[config.mk]
export PLATFORM = sky130hd
export DESIGN_NAME = status_led_pattern_generator
export DESIGN_NICKNAME = d
export VERILOG_FILES = /design/src/design/slpg_pkg.sv /design/src/design/slpg_core.sv /design/src/design/status_led_pattern_generator.sv
export VERILOG_INCLUDE_DIRS = /design/src /design/src/design
export SDC_FILE = /design/constraint.sdc
export NUM_CORES = 1
export LEC_CHECK = 0
export BUFFER_PORTS_ARGS = -buffer_cell sky130_fd_sc_hd__buf_2
export CELL_PAD_IN_SITES_DETAIL_PLACEMENT = 1
export CELL_PAD_IN_SITES_GLOBAL_PLACEMENT = 1
export CORE_MARGIN = 4
export CORE_UTILIZATION = 25
export CTS_BUF_LIST = sky130_fd_sc_hd__clkbuf_4
export CTS_CLUSTER_SIZE = 24
export DETAILED_ROUTE_END_ITERATION = 8
export GPL_TIMING_DRIVEN = 0
export PLACE_DENSITY = 0.51
export SLEW_MARGIN = 20
export SYNTH_ARGS = -nofsm -noshare
export SYNTH_HDL_FRONTEND = slang
export SYNTH_SLANG_ARGS = --single-unit
[constraint.sdc]
create_clock -name clk -period 4.6 [get_ports clk]
set_input_delay 0.23 -clock clk [delete_from_list [all_inputs] [get_ports clk]]
set_output_delay 0.23 -clock clk [all_outputs]
set_load 0.005 [all_outputs]
[src/design/status_led_pattern_generator_macros.svh]
// Assertion macros shared by the status LED pattern generator modules.
`ifndef STATUS_LED_PATTERN_GENERATOR_MACROS_SVH
`define STATUS_LED_PATTERN_GENERATOR_MACROS_SVH

// Same-cycle implication, checked out of reset.
`define SLPG_ASSERT_IMP(name, cond, expr) \
    name: assert property (@(posedge clk) disable iff (!rst_n) (cond) |-> (expr)) \
        else $error("slpg check failed");

// Next-cycle implication, checked out of reset.
`define SLPG_ASSERT_NXT(name, cond, expr) \
    name: assert property (@(posedge clk) disable iff (!rst_n) (cond) |=> (expr)) \
        else $error("slpg check failed");

`endif

[src/design/slpg_pkg.sv]
// Shared types and constants for the status LED pattern generator.
package slpg_pkg;

    // command codes
    localparam logic [1:0] CMD_TICK   = 2'd0;
    localparam logic [1:0] CMD_MODE   = 2'd1;
    localparam logic [1:0] CMD_NOTIFY = 2'd2;

    // display modes
    localparam logic [2:0] MODE_OFF       = 3'd0;
    localparam logic [2:0] MODE_SEARCHING = 3'd1;
    localparam logic [2:0] MODE_CONNECTED = 3'd2;
    localparam logic [2:0] MODE_CLICKING  = 3'd3;
    localparam logic [2:0] MODE_ERROR     = 3'd4;

    localparam logic [7:0] NOTIFY_IDLE = 8'hFF;
    localparam logic [7:0] PHASE_LAST  = 8'd199;
    localparam logic [3:0] SUB10_LAST  = 4'd9;
    localparam logic [5:0] SUB50_LAST  = 6'd49;

    localparam int ITEM_BYTES   = 2;
    localparam int RESULT_BYTES = 1;

    // cmd in the low bits
    typedef struct packed {
        logic [5:0] blink_count;
        logic [2:0] mode_value;
        logic [1:0] cmd;
    } item_t;

    // blue_pin in the low bit
    typedef struct packed {
        logic [2:0] current_mode;
        logic       notify_active;
        logic       green_pin;
        logic       blue_pin;
    } result_t;

endpackage

[src/design/slpg_core.sv]
// LED pattern state registers and the per-command update logic.
module slpg_core (
    input  logic             clk,
    input  logic             rst_n,
    input  logic             step,
    input  slpg_pkg::item_t  item,
    input  logic             lit_level,
    output slpg_pkg::result_t result
);
    import slpg_pkg::*;
    `include "status_led_pattern_generator_macros.svh"

    logic [7:0] phase_reg, phase_next;
    logic [3:0] sub10_reg, sub10_next;
    logic [5:0] sub50_reg, sub50_next;
    logic [2:0] mode_reg, mode_next;
    logic [2:0] saved_reg, saved_next;
    logic [7:0] notify_reg, notify_next;
    logic       btog_reg, btog_next;
    logic       gtog_reg, gtog_next;
    logic       blit_reg, blit_next;
    logic       glit_reg, glit_next;

    logic       notify_on;
    logic       hit8, hit10, hit50;
    logic       lit;
    logic [7:0] notify_dec;

    assign notify_on  = (notify_reg != 8'd0) && !notify_reg[7];
    assign notify_dec = notify_reg - 8'd1;
    assign lit        = ~notify_reg[0];

    always_comb
    begin
        phase_next  = phase_reg;
        sub10_next  = sub10_reg;
        sub50_next  = sub50_reg;
        mode_next   = mode_reg;
        saved_next  = saved_reg;
        notify_next = notify_reg;
        btog_next   = btog_reg;
        gtog_next   = gtog_reg;
        blit_next   = blit_reg;
        glit_next   = glit_reg;

        // residues of the phase after the advance
        phase_next = (phase_reg == PHASE_LAST) ? 8'd0 : phase_reg + 8'd1;
        sub10_next = (sub10_reg == SUB10_LAST) ? 4'd0 : sub10_reg + 4'd1;
        sub50_next = (sub50_reg == SUB50_LAST) ? 6'd0 : sub50_reg + 6'd1;
        hit8  = (phase_next[2:0] == 3'd0);
        hit10 = (sub10_reg == SUB10_LAST);
        hit50 = (sub50_reg == SUB50_LAST);

        if (!(step && item.cmd == CMD_TICK))
        begin
            phase_next = phase_reg;
            sub10_next = sub10_reg;
            sub50_next = sub50_reg;
        end

        if (step)
        begin
            unique case (item.cmd)
                CMD_TICK:
                begin
                    if (notify_on)
                    begin
                        blit_next = lit;
                        glit_next = lit;
                        if (hit8)
                        begin
                            if (notify_dec == 8'd0)
                            begin
                                mode_next   = saved_reg;
                                notify_next = NOTIFY_IDLE;
                            end
                            else
                            begin
                                notify_next = notify_dec;
                            end
                        end
                    end
                    else
                    begin
                        unique case (mode_reg)
                            MODE_OFF:
                            begin
                                blit_next = 1'b0;
                                glit_next = 1'b0;
                            end
                            MODE_SEARCHING:
                            begin
                                if (hit50)
                                begin
                                    btog_next = ~btog_reg;
                                    blit_next = ~btog_reg;
                                end
                                glit_next = 1'b0;
                            end
                            MODE_CONNECTED:
                            begin
                                blit_next = 1'b1;
                                glit_next = 1'b0;
                            end
                            MODE_CLICKING:
                            begin
                                blit_next = 1'b1;
                                if (hit10)
                                begin
                                    gtog_next = ~gtog_reg;
                                    glit_next = ~gtog_reg;
                                end
                            end
                            MODE_ERROR:
                            begin
                                if (hit10)
                                begin
                                    gtog_next = ~gtog_reg;
                                    blit_next = ~gtog_reg;
                                    glit_next = ~gtog_reg;
                                end
                            end
                            default:
                            begin
                                // undefined modes leave the LEDs alone
                            end
                        endcase
                    end
                end
                CMD_MODE:
                begin
                    mode_next = item.mode_value;
                    btog_next = 1'b0;
                    gtog_next = 1'b0;
                end
                CMD_NOTIFY:
                begin
                    saved_next  = mode_reg;
                    notify_next = {1'b0, item.blink_count, 1'b0};
                end
                default:
                begin
                end
            endcase
        end
    end

    always_comb
    begin
        result.blue_pin      = blit_next ^ ~lit_level;
        result.green_pin     = glit_next ^ ~lit_level;
        result.notify_active = (notify_next != 8'd0) && !notify_next[7];
        result.current_mode  = mode_next;
    end

    always_ff @(posedge clk or negedge rst_n)
    begin
        if (!rst_n)
        begin
            phase_reg  <= 8'd0;
            sub10_reg  <= 4'd0;
            sub50_reg  <= 6'd0;
            mode_reg   <= MODE_OFF;
            saved_reg  <= MODE_OFF;
            notify_reg <= NOTIFY_IDLE;
            btog_reg   <= 1'b0;
            gtog_reg   <= 1'b0;
            blit_reg   <= 1'b0;
            glit_reg   <= 1'b0;
        end
        else
        begin
            phase_reg  <= phase_next;
            sub10_reg  <= sub10_next;
            sub50_reg  <= sub50_next;
            mode_reg   <= mode_next;
            saved_reg  <= saved_next;
            notify_reg <= notify_next;
            btog_reg   <= btog_next;
            gtog_reg   <= gtog_next;
            blit_reg   <= blit_next;
            glit_reg   <= glit_next;
        end
    end

    // the only count with the top bit set is the idle mark
    `SLPG_ASSERT_IMP(a_notify_range, notify_reg[7], notify_reg == NOTIFY_IDLE)
    // the side counters stay in step with the phase
    `SLPG_ASSERT_IMP(a_phase_sync, phase_reg == 8'd0, (sub10_reg == 4'd0) && (sub50_reg == 6'd0))
    // no phase movement without a tick
    `SLPG_ASSERT_NXT(a_phase_hold, !(step && item.cmd == CMD_TICK), $stable(phase_reg))

endmodule

[src/design/status_led_pattern_generator.sv]
// Status LED pattern generator: input stage, output register and polarity register.
// A beat accepted on s_axis passes through the input register, then the result register
// holding the updated state's outputs, before it appears on m_axis. Throughput: one beat
// per cycle while m_axis_tready holds; each stage advances whenever the next one frees.
// Reset (rst_n, asynchronous, active low): both stages empty, LEDs unlit, mode off,
// no notify pending, phase zero, lit level set to 1 (pins high when lit).
module status_led_pattern_generator (
    input  logic                                 clk,
    input  logic                                 rst_n,
    input  logic                                 s_axis_tvalid,
    output logic                                 s_axis_tready,
    input  logic [8*slpg_pkg::ITEM_BYTES-1:0]    s_axis_tdata,  // cmd, mode_value, blink_count
    output logic                                 m_axis_tvalid,
    input  logic                                 m_axis_tready,
    output logic [8*slpg_pkg::RESULT_BYTES-1:0]  m_axis_tdata,  // blue_pin, green_pin,
                                                                // notify_active, current_mode
    input  logic                                 cfg_we,
    input  logic                                 cfg_wdata      // lit level: 1 = pin high when lit
);
    import slpg_pkg::*;
    `include "status_led_pattern_generator_macros.svh"

    localparam int ItemW   = $bits(item_t);
    localparam int ResultW = $bits(result_t);

    logic    in_valid_reg;
    item_t   in_item_reg;
    logic    out_valid_reg;
    result_t out_data_reg;
    logic    lit_level_reg;
    logic    advance;
    result_t result;

    assign advance       = !out_valid_reg || m_axis_tready;
    assign s_axis_tready = !in_valid_reg || advance;
    assign m_axis_tvalid = out_valid_reg;
    assign m_axis_tdata  = {{(8*RESULT_BYTES-ResultW){1'b0}}, out_data_reg};

    slpg_core u_core (
        .clk         (clk),
        .rst_n       (rst_n),
        .step        (in_valid_reg && advance),
        .item        (in_item_reg),
        .lit_level   (lit_level_reg),
        .result      (result)
    );

    always_ff @(posedge clk or negedge rst_n)
    begin
        if (!rst_n)
        begin
            in_valid_reg  <= 1'b0;
            out_valid_reg <= 1'b0;
            lit_level_reg <= 1'b1;
        end
        else
        begin
            if (cfg_we)
            begin
                lit_level_reg <= cfg_wdata;
            end
            if (s_axis_tready)
            begin
                in_valid_reg <= s_axis_tvalid;
            end
            if (advance)
            begin
                out_valid_reg <= in_valid_reg;
            end
        end
    end

    always_ff @(posedge clk)
    begin
        if (s_axis_tready && s_axis_tvalid)
        begin
            in_item_reg <= item_t'(s_axis_tdata[ItemW-1:0]);
        end
        if (advance && in_valid_reg)
        begin
            out_data_reg <= result;
        end
    end

    // a held input beat always reaches the result register once it frees
    `SLPG_ASSERT_NXT(a_move, in_valid_reg && advance, out_valid_reg)
    // input side only stalls when both stages are full and the sink waits
    `SLPG_ASSERT_IMP(a_stall, !s_axis_tready, in_valid_reg && out_valid_reg && !m_axis_tready)
    // a waiting result is not overwritten
    `SLPG_ASSERT_NXT(a_hold, out_valid_reg && !m_axis_tready, $stable(out_data_reg))

endmodule
## Word-level counts from Yosys, hierarchy flattened

Index checks and enable logic that the tools add are counted.

- Logic and storage cells: 100
- Output and inout port bits: 10
- Bits in latches: 0
- Input bits: 22
- Memory bits (read-only): 0
- Bits in writable memories: 0
- Flip-flop bits (word level): 56
- Memories kept: 0

- Multiplexer cells: 32
- Add/subtract/negate cells: 4
- Div/mod/pow operators: 0
- Equality and inequality tests: 14
- Reductions and logical operators: 24
- Shift-type cells: 0
- Multiply operators: 0
- Bitwise logic cells: 6
- Order comparisons: 0

Operators with widths:

| operator | count |
|---|---|
| 8-bit two-way mux | 5 |
| 8-bit case mux with 2 select lines | 1 |
| 8-bit nonzero test | 2 |
| 1-bit two-way mux | 15 |
| 3-bit two-way mux | 4 |
| 5-bit AND reduction | 2 |
| 8-bit by 1-bit adder with 8-bit output, second input constant | 1 |
| 8-bit equality test, second input constant | 1 |
| 8-bit logical NOT | 1 |
| 8-bit by 1-bit subtractor with 8-bit output, second input constant | 1 |
| 6-bit by 1-bit adder with 6-bit output, second input constant | 1 |
| 3-bit by 2-bit equality test with 1-bit output, second input constant | 2 |
| 6-bit equality test, second input constant | 1 |
| 3-bit logical NOT | 2 |
| 6-bit two-way mux | 1 |
| 2-bit != test, second input constant | 3 |
| 1-bit case mux with 2 select lines | 3 |
| 3-bit case mux with 2 select lines | 1 |
| 1-bit logical AND | 5 |
| 4-bit by 1-bit adder with 4-bit output, second input constant | 1 |
| 4-bit equality test, second input constant | 1 |
| 1-bit logical NOT | 4 |
| 4-bit two-way mux | 1 |
| 2-bit by 1-bit != test with 1-bit output, second input constant | 2 |
| 13 further kinds | 19 |

## Depth between registers and ports, before layout

Gate-level depths: netlist of run 1.

- Depth after elaboration: 9
- Gate-level depth with buffers: 9
- Depth with buffers taken out: 9

## Cells and area by module

Synthesis of run 1 repeated with hierarchy kept, for this count alone.

- Cells, all modules: 286
- Area, all modules: 3,001.6 um2

By module, submodules not included:

| module | cells each | instances | area each (um2) |
|---|---|---|---|
| slpg_core | 256 | 1 | 2,331.0 |
| status_led_pattern_generator | 30 | 1 | 670.6 |

## Worst setup path after synthesis of run 1

No wires, ideal clock.

- Path kind: reg-to-reg
- From: register u_core.notify_reg[0]
- To: register out_data_reg, in the netlist m_axis_tdata[2] (data pin)
- Required time: 4,336 ps
- Slack: 1,554 ps
- Cell stages (with the launch flop): 10
- Arrival: 2,782 ps
- Path buffers: 0
- Path through: dfstp_2 > inv_1 > ha_1 > and4bb_4 > o21ai_4 > a32oi_4 > and3_1 > o32a_1 > or4_1 > o41a_1

RTL lines:

| item | line | RTL |
|---|---|---|
| start: declaration | slpg_core.sv:18 | `logic [7:0] notify_reg, notify_next;` |
| start signal: assignment | slpg_core.sv:178 | `notify_reg <= notify_next;` |
| end signal: assignment | status_led_pattern_generator.sv:81 | `out_data_reg <= result;` |
| end: declaration | status_led_pattern_generator.sv:29 | `result_t out_data_reg;` |

==> impl_metrics.ini, run 1 <==
[sta]
normalized_max_slew_margin = 0.387
hold_viol_final = 0
finalClockSkew_ns = 0.0117
drv_slew = 0
crit_share_post_route = 0.756
finalCriticalPeriod_ns = 3.48
max_freq_mhz = 288
timing.hold.ws_ns = 0.0591
rsz0062_at_grt = false
totalNegativeSetupSlack_ns = 0
worst-slew-pin-transition_ns = 0.919
setup_viol = 0

[routing]
wire_per_inst_um = 15.8
first_iter_violations = 40
vias = 2374
drtPass1Iterations = 4
antenna_violating_nets_post_route = 0
postRouteWirelength_mm = 7.56
remaining_drc_errors = 0
post_drt_via_cell_ratio = 4.96

[flow_run]
timing.max_cap.violations = 0

[clocking]
clk_pin_slew_worst_paths_ns = 0.17
root_buffer = clkbuf_4
tritoncts_clock_tree = yes
cts-root-to-sink-buffers = 2
number_of_setup_buffers_added_after_cts = 0
cts_num_sinks = 56
clock_latency_ns = 0.40
tritoncts.num_buffers = 5
cts.htree.levels = 2

[synthesis]
synth-compound-area-share = 0.189
synthCells = 290
synth.yosys.seq_area_share = 0.495
post_synth_most_frequent_cells = dfrtp_1 (30), nand2_1 (28), nor2_1 (18), o21ai_0 (18), edfxtp_1 (17)
synth_top_cell_area_share = 0.248
synth_edf_count = 17
post_synth_fa_ha_maj_area_fraction = 0.0290
simple_gate_share_of_the_synthesized_area = 0.197
syn_area_um2 = 3020
main_combinational_cell_family_by_area_after_synthesis = simple AND/OR/NAND/NOR gates
synth_mux_area_frac = 0.0186
ys_warn_count = 0
ys_async_sr_fraction = 0.696
ys_ff_latch = 56
post_synth_main_area_contributors = dfrtp_1 (25%), edfxtp_1 (17%), dfstp_2 (7.8%), nand2_1 (3.5%), o21ai_0 (3.0%)
dominantRegCellSynth = dfrtp_1
post_synth_num_cell_types = 64
post_synthesis_average_cell_area_um2 = 10.4
synth_top_area_cell = dfrtp_1
yosys.area_share.xor_xnor = 0.0401
most_frequently_used_cell_type_in_the_post_synthesis_netlist = dfrtp_1

[worst_hold_path]
timing.hold.worst_path_depth = 2
hold-path-endpoint = lit_level_reg$_DFFE_PN1P_
hp-start = cfg_wdata
hold_class = in -> reg

[finish]
layout.filler_cells = 1331
finish.utilization = 0.303
area_delta_synth_final_pct = 16.4
largest_register_ff_count = 11
post_route_cells_drive_above_1_share = 0.193
number_of_antenna_cells_inserted = 0
final_nets = 364

[place]
detailedPlacementHpwl_mm = 5.50
port_buffers = 24
routabilityCongestion = 0.790

[critical_path]
timing.critical_path.required_ns = 4.76
crit-reg2reg-capture = m_axis_tdata[2]$_DFFE_PP_
critPathBufInv = 1
crit_path_cell_trace = inv_1 > ha_1 > and4bb_4 > o21ai_4 > a32oi_4 > and3_1 > o32a_1 > or4_1 > o41a_1
flop2flop_setup_slack_ns = 1.12
path_delay_family = simple AND/OR/NAND/NOR gates
ff2ff_path_depth = 9
timing.critical_path.slowest_stage_cell = dfstp_2
cp-start-kind = flip-flop
critical_path.endpoint_type = flip-flop
critical_path_class = reg -> reg
max_stage_delay_ns = 0.67
beginning_of_the_worst_register_to_register_path = u_core.notify_reg[0]$_DFF_PN1_
critPathArrivalTime_ns = 3.63
critPathMaxFanout = 8

[floorplan]
core_area_um2 = 11600
die_width_um = 118
num_io_pins = 32
die_height_um = 118
start_util = 0.260
die_footprint_um2 = 13900
floorplan.rows = 39

[power_and_ir_drop]
share_clk_of_total_power = 0.153
vdd_drop_max_mv = 0.176
seq_power_share = 0.492
power_switching_share = 0.394
cellPowerDensity_nw_per_um2 = 435
intPower_mw = 0.927
p_leak_nw = 1.38
switching_power_mw = 0.603
power.share.combinational = 0.355

[status]
outcome = finished clean

[global_routing]
number_of_global_route_vias_before_repair = 2495
maximum_number_of_pins_on_one_net_before_global_route_repair = 40
grt-ovfl-total = 0
global_route.usage.total = 0.114
grt_pass1_wl_mm = 12.9
grt_antenna_before_repair = 0
-- placed cells by master (no fill, tap or decap), types with 3 or more instances in the layout --
master | synthesis | layout
dfrtp_1 | 30 | 30
nand2_1 | 28 | 28
buf_2 | 1 | 25
o21ai_0 | 18 | 18
nor2_1 | 18 | 18
edfxtp_1 | 17 | 17
a21oi_1 | 15 | 15
dlygate4sd3_1 | 0 | 13
nand3_1 | 12 | 12
inv_1 | 9 | 9
xnor2_1 | 9 | 9
dfstp_2 | 9 | 9
nor2b_1 | 8 | 8
and3_1 | 7 | 7
a31oi_1 | 7 | 7
o22ai_1 | 7 | 7
ha_1 | 7 | 7
nand2b_1 | 6 | 6
nor3_1 | 6 | 6
clkbuf_1 | 5 | 5
a211oi_1 | 5 | 5
mux2_2 | 5 | 5
clkbuf_4 | 0 | 5
and2_1 | 4 | 4
buf_4 | 3 | 3
nand4_1 | 3 | 3
xor2_1 | 3 | 3
o31ai_1 | 3 | 3
-- power groups by stage --
stage	combinational, mW	clock (mW)	sequential, mW
floorplan	0.398	0	0.733
global placement	0.531	0	0.761
detailed placement	0.539	0	0.765
CTS	0.550	0.256	0.755
global route	0.613	0.273	0.775
finish	0.544	0.234	0.753
-- area by class of cell --
type	count	area (um2)	area share
flip-flops and latches	56	1500	0.426
multi-input cells	216	1440	0.408
repair buffers	37	250	0.0711
well taps	143	179	0.0508
plain buffers	10	57.6	0.0164
clock buffers	5	37.5	0.0107
inverters	9	33.8	0.00960
clock inverters	3	26.3	0.00747
-- what timing repair did --
| item | CTS | global route |
|---|---|---|
| endpoints found under the hold margin | 42 | 0 |
| gates resized for setup | 0 | 0 |
| hold buffers | 13 | 0 |
-- worst register-to-register path, stage by stage, from the launching register on --
cell      delay [ns]
dfstp_2         0.67
inv_1           0.16
ha_1            0.36
and4bb_4        0.28
o21ai_4         0.16
a32oi_4         0.18
and3_1          0.19
o32a_1          0.34
or4_1           0.57
o41a_1          0.34
-- how the worst max path moves through the flow --
stage,end,slack (ns),depth (start not counted),start
final,m_axis_tdata[2]$_DFFE_PP_,1.12,9,u_core.notify_reg[0]$_DFF_PN1_
after global routing,m_axis_tdata[2]$_DFFE_PP_,1.07,9,u_core.notify_reg[0]$_DFF_PN1_
after CTS,m_axis_tdata[2]$_DFFE_PP_,1.13,9,u_core.notify_reg[0]$_DFF_PN1_
after detailed placement,m_axis_tdata[2]$_DFFE_PP_,1.15,9,u_core.notify_reg[0]$_DFF_PN1_
after global placement,m_axis_tdata[2]$_DFFE_PP_,1.13,9,u_core.notify_reg[0]$_DFF_PN1_
after floorplan,m_axis_tdata[2]$_DFFE_PP_,1.55,9,u_core.notify_reg[0]$_DFF_PN1_
-- cells by family after synthesis --
kind of cell,count (synthesis)
buffers and inverters,19
AND/OR/NAND/NOR,110
XOR/XNOR,13
AO/OA/AOI/OAI,79
multiplexers,5
adder cells (fa/ha/maj),7
other,1
flip-flops,56
-- stage by stage --
step	std cells	total power [mW]	instance area, um2	worst slack [ns]
finish	479	1.53	3520	1.12
global route	479	1.66	3520	1.07
CTS	479	1.56	3520	1.13
detailed placement	458	1.30	3330	1.15
global placement	458	1.29	3330	1.13
floorplan	291	1.13	3030	1.55
-- layer usage --
layer | up-vias | share of wire | global-route usage
li1 | 1159 | - | -
met1 | 1175 | 0.49 | 0.152
met2 | 29 | 0.47 | 0.186
met3 | 11 | 0.021 | 0.0197
met4 | 0 | 0.021 | 0.0403
met5 | - | 0 | 0
Power figures use the tool's default switching activity.
==> run 2: changes to the inputs <==
Clock period 4.6 ns to 3.4 ns, I/O delays scaled along.
==> run 2 against run 1 <==
  * Fmax increased by 4.6%
  * Sequential share of layout area decreased by 0.42 points
  * Clock skew up 0.0017 ns
  * Sequential cell count unchanged
  * Sequential power grew 33%
  * Global-route usage rose by 0.061 points
  * Worst setup slack lost 1.0 ns
  * Clock-buffer cell count is the same
  * Critical endpoint unchanged
==> impl_metrics.ini, run 2 (synthesized netlist as in run 1, its figures left out) <==
[status]
outcome = finished clean

[critical_path]
timing.critical_path.slowest_stage_cell = dfstp_2
critical_path_class = reg -> reg
path_delay_family = simple AND/OR/NAND/NOR gates
timing.critical_path.required_ns = 3.56
max_stage_delay_ns = 0.57
critPathMaxFanout = 8
cp-start-kind = flip-flop
crit_path_cell_trace = inv_1 > ha_1 > and4bb_4 > o21ai_4 > a32oi_4 > and3_1 > o32a_1 > or4_1 > o41a_1
critPathBufInv = 1
critPathArrivalTime_ns = 3.48
critical_path.endpoint_type = flip-flop

[routing]
first_iter_violations = 62
remaining_drc_errors = 0
vias = 2371
antenna_violating_nets_post_route = 0
postRouteWirelength_mm = 7.56
wire_per_inst_um = 15.7
drtPass1Iterations = 4
post_drt_via_cell_ratio = 4.91

[sta]
finalClockSkew_ns = 0.0134
drv_slew = 0
max_freq_mhz = 301
rsz0062_at_grt = false
normalized_max_slew_margin = 0.390
finalCriticalPeriod_ns = 3.32
crit_share_post_route = 0.978
timing.hold.ws_ns = 0.0815
hold_viol_final = 0
setup_viol = 0
worst-slew-pin-transition_ns = 0.914

[clocking]
root_buffer = clkbuf_4
cts_num_sinks = 56
cts-root-to-sink-buffers = 2
clock_latency_ns = 0.40
post_cts_resized = 0
tritoncts_clock_tree = yes
cts.htree.levels = 2
clk_pin_slew_worst_paths_ns = 0.18
tritoncts.num_buffers = 5

[place]
placedInstanceArea_um2 = 3330
port_buffers = 24
detailedPlacementHpwl_mm = 5.50
routabilityCongestion = 0.790

[power_and_ir_drop]
power.share.combinational = 0.366
share_clk_of_total_power = 0.153
p_leak_nw = 1.40
seq_power_share = 0.481
cellPowerDensity_nw_per_um2 = 586
power_switching_share = 0.393
vdd_drop_max_mv = 0.240
intPower_mw = 1.26
switching_power_mw = 0.819

[floorplan]
num_io_pins = 32
die_width_um = 118
die_footprint_um2 = 13900
die_height_um = 118
floorplan.rows = 39
core_area_um2 = 11600
start_util = 0.260

[global_routing]
number_of_global_route_vias_before_repair = 2511
grt_antenna_before_repair = 0
global_route.usage.total = 0.115
grt-ovfl-total = 0
maximum_number_of_pins_on_one_net_before_global_route_repair = 40
grt_pass1_wl_mm = 13.0

[finish]
layout.cells.most_common_list = dfrtp_1 (30), nand2_1 (28), buf_2 (25), o21ai_0 (18), nor2_1 (18)
most_common_cell_after_layout_fill_and_taps_aside = dfrtp_1
final_cell_area_um2 = 3550
area_delta_synth_final_pct = 17.6
post_route_cells_drive_above_1_share = 0.197
layout.filler_cells = 1330
final_nets = 368
number_of_antenna_cells_inserted = 0
largest_register_ff_count = 11

[worst_hold_path]
hold_class = in -> reg

[flow_run]
timing.max_cap.violations = 0
## run 2: cell types whose count changed in the layout (fill, tap and decap cells not counted), sizes merged
cell | before | now
dlygate4sd3 | 13 | 15
buf | 29 | 31
## run 2: final timing paths
kind / from / endpoint / slack, ns / cells past startpoint
max: u_core.notify_reg[0]$_DFF_PN1_ / m_axis_tdata[2]$_DFFE_PP_ / 0.08 / 9
max in group asynchronous: rst_n / u_core.sub50_reg[5]$_DFFE_PN0P_ / 2.42 / 2
max reg2reg: u_core.notify_reg[0]$_DFF_PN1_ / m_axis_tdata[2]$_DFFE_PP_ / 0.08 / 9
min reg2reg: u_core.phase_reg[5]$_DFFE_PN0P_ / u_core.phase_reg[5]$_DFFE_PN0P_ / 0.51 / 1
min in group asynchronous: rst_n / u_core.blit_reg$_DFF_PN0_ / 0.42 / 2
min: m_axis_tready / in_valid_reg$_DFFE_PN0N_ / 0.08 / 4
## run 2: layer usage
metal,wire length [um],share of wire,GRT usage,vias up
met5,0,0,0,-
met3,171,0.023,0.0197,12
li1,-,-,-,1166
met4,167,0.022,0.0403,0
met1,3670,0.48,0.153,1164
met2,3560,0.47,0.187,29
## run 2: area by class of cell
| cell class | instances | area, um2 | area share |
|---|---|---|---|
| flip-flops and latches | 56 | 1500 | 0.421 |
| multi-input cells | 216 | 1440 | 0.404 |
| repair buffers | 41 | 285 | 0.0803 |
| well taps | 143 | 179 | 0.0503 |
| plain buffers | 10 | 57.6 | 0.0162 |
| clock buffers | 5 | 37.5 | 0.0106 |
| inverters | 9 | 33.8 | 0.00950 |
| clock inverters | 3 | 26.3 | 0.00739 |
## run 2: power by group through the flow
| stage | Sequential (mW) | Clock (mW) | Combinational [mW] |
|---|---|---|---|
| after detailed placement | 1.04 | 0 | 0.729 |
| after CTS | 1.01 | 0.346 | 0.771 |
| after floorplan | 0.991 | 0 | 0.538 |
| after global placement | 1.03 | 0 | 0.719 |
| final | 1.00 | 0.318 | 0.763 |
| after global routing | 1.03 | 0.370 | 0.859 |
## run 2: stage by stage
stage | setup TNS (ns) | std cells | total power [mW] | util | worst slack, ns
floorplan | 0 | 291 | 1.53 | - | 0.354
global placement | -0.0711 | 458 | 1.75 | 0.286 | -0.0711
detailed placement | -0.0457 | 458 | 1.76 | 0.286 | -0.0457
CTS | 0 | 483 | 2.12 | 0.306 | 0.0917
global route | 0 | 483 | 2.26 | 0.306 | 0.0412
finish | 0 | 483 | 2.08 | 0.306 | 0.0762
## run 2: repair_timing
| action | in CTS | in global routing |
|---|---|---|
| setup buffers | 2 | 0 |
| hold endpoints to repair | 43 | 0 |
| endpoints found under the setup margin | 1 | 0 |
| hold buffers | 15 | 0 |
## run 2: worst register-to-register path, cell delays in order (launching register included)
cell and delay [ns]:
dfstp_2 0.57, inv_1 0.12, ha_1 0.35, and4bb_4 0.28
o21ai_4 0.16, a32oi_4 0.18, and3_1 0.19, o32a_1 0.34
or4_1 0.57, o41a_1 0.34
==> run 3: changes to the inputs <==
Settings changed: CORE_UTILIZATION 25 to 34, PLACE_DENSITY 0.51 to 0.64.
==> run 3 against run 2 <==
  * Clock power grew 15%
  * Critical endpoint unchanged
  * Die area shrank 25%
  * Power grew 2.6%
  * First-iteration DRC count grew 11%
  * Largest power group unchanged
  * Largest cell class unchanged
==> impl_metrics.ini, run 3 (synthesized netlist as in run 1, its figures left out) <==
[critical_path]
ff2ff_path_depth = 9
critPathArrivalTime_ns = 3.39
critPathMaxFanout = 8
cp-start-kind = flip-flop
critical_path.endpoint_type = flip-flop
max_stage_delay_ns = 0.59
path_delay_family = compound AO/OA/AOI/OAI gates
worstSetupStartpoint = u_core.notify_reg[0]$_DFF_PN1_
flop2flop_setup_slack_ns = 0.16
crit-reg2reg-capture = m_axis_tdata[2]$_DFFE_PP_
beginning_of_the_worst_register_to_register_path = u_core.notify_reg[0]$_DFF_PN1_
worstSetupEndpoint = m_axis_tdata[2]$_DFFE_PP_
critical_path_class = reg -> reg
critical_path_cell_count = 9
timing.critical_path.slowest_stage_cell = dfstp_2
timing.critical_path.required_ns = 3.55
crit_path_cell_trace = inv_1 > ha_2 > and4bb_4 > o21ai_4 > a32oi_4 > and3_1 > o32a_1 > or4_1 > o41a_1
critPathBufInv = 1

[place]
port_buffers = 24
placedInstanceArea_um2 = 3280
detailedPlacementHpwl_mm = 5.28
routabilityCongestion = 0.758
dp.cells = 423

[global_routing]
grt_antenna_before_repair = 0
grt_pass1_wl_mm = 12.4
grt-ovfl-total = 0
global_route.usage.total = 0.152
maximum_number_of_pins_on_one_net_before_global_route_repair = 40
number_of_global_route_vias_before_repair = 2453

[worst_hold_path]
timing.hold.worst_path_depth = 2
hold_class = in -> reg

[sta]
setup_viol = 0
hold_viol_final = 0
crit_share_post_route = 0.952
drv_slew = 0
max_freq_mhz = 309
worst-slew-pin-transition_ns = 0.904
finalClockSkew_ns = 0.0107
normalized_max_slew_margin = 0.397
rsz0062_at_grt = false
finalCriticalPeriod_ns = 3.24

[floorplan]
die_footprint_um2 = 10500
die_width_um = 102
num_io_pins = 32
die_height_um = 102
core_area_um2 = 8680
floorplan.rows = 34
start_util = 0.348

[routing]
met2_wirelength_mm = 3.66
drtPass1Iterations = 4
first_iter_violations = 69
postRouteWirelength_mm = 7.45
antenna_violating_nets_post_route = 0
wire_per_inst_um = 16.6
routed-wl-met3_um = 182
post_drt_via_cell_ratio = 5.34
routed.top_layer = met4
remaining_drc_errors = 0
vias = 2393
routedLengthMet1_mm = 3.45

[finish]
post_route_cells_drive_above_1_share = 0.203
final_cell_area_um2 = 3540
ff_latch_area_um2 = 1500
layout.cells.most_common_list = dfrtp_1 (30), nand2_1 (28), buf_2 (25), o21ai_0 (18), nor2_1 (18)
area_delta_synth_final_pct = 17.0
final_nets = 368
multi_input_comb_area_um2 = 1450
instances_no_fill = 448
number_of_antenna_cells_inserted = 0
layout.filler_cells = 1040
finish.utilization = 0.407
largest_register_ff_count = 11
most_common_cell_after_layout_fill_and_taps_aside = dfrtp_1

[clocking]
clock_latency_ns = 0.39
cts_num_sinks = 56
tritoncts_clock_tree = yes
root_buffer = clkbuf_4
clk_pin_slew_worst_paths_ns = 0.16
cts.htree.levels = 2
tritoncts.num_buffers = 5
cts-root-to-sink-buffers = 2

[power_and_ir_drop]
vdd_drop_max_mv = 0.220
cellPowerDensity_nw_per_um2 = 604
p_leak_nw = 1.40

[status]
outcome = finished clean

[flow_run]
timing.max_cap.violations = 0
==> run 3: power by group <==
group          switching [mW]  total, mW  internal [mW]
Sequential              0.139       1.01          0.866
Combinational           0.446      0.765          0.319
Clock                   0.213      0.366          0.154
Total                   0.798       2.14           1.34
==> run 3: worst reg2reg max path: stages (launching register included) <==
cell	delay, ns
dfstp_2	0.59
inv_1	0.11
ha_2	0.27
and4bb_4	0.24
o21ai_4	0.16
a32oi_4	0.17
and3_1	0.19
o32a_1	0.35
or4_1	0.58
o41a_1	0.34
==> run 3: worst min path at each step <==
stage,from,to
CTS,cfg_wdata,lit_level_reg$_DFFE_PN1P_
detailed placement,s_axis_tdata[10],in_item_reg[10]$_DFFE_PP_
floorplan,rst_n,in_valid_reg$_DFFE_PN0N_
finish,cfg_we,lit_level_reg$_DFFE_PN1P_
global placement,s_axis_tdata[5],in_item_reg[5]$_DFFE_PP_
global route,cfg_we,lit_level_reg$_DFFE_PN1P_
==> run 3: what timing repair did <==
item,in CTS,in global routing
resized for setup,1,1
hold buffers,13,1
endpoints found under the setup margin,1,1
cloned,0,0
buffers inserted,0,3
endpoints found under the hold margin,42,1
==> run 3: routing by layer <==
layer / vias to the layer above / GRT usage
li1: 1160 / -
met1: 1185 / 0.202
met2: 35 / 0.255
met3: 13 / 0.0212
met4: 0 / 0.0505
met5: - / 0
==> run 3: cell type report <==
cell class / instances / area share
Sequential cell: 56 / 0.424
Buffer: 10 / 0.0163
Tap cell: 108 / 0.0382
Inverter: 9 / 0.00955
Clock inverter: 3 / 0.0120
Timing Repair Buffer: 41 / 0.0800
Multi-Input combinational cell: 216 / 0.410
Clock buffer: 5 / 0.0106
==> run 3: through the flow <==
step                      power [mW]  setup slack, ns  hold WS (ns)  TNS [ns]
after global routing            2.30           0.0578        0.0113         0
final                           2.14            0.163        0.0249         0
after floorplan                 1.53            0.354        -0.126         0
after detailed placement        1.75          -0.0470         0.349   -0.0470
after global placement          1.73          -0.0472         0.348   -0.0472
after CTS                       2.14           0.0348       0.00133         0
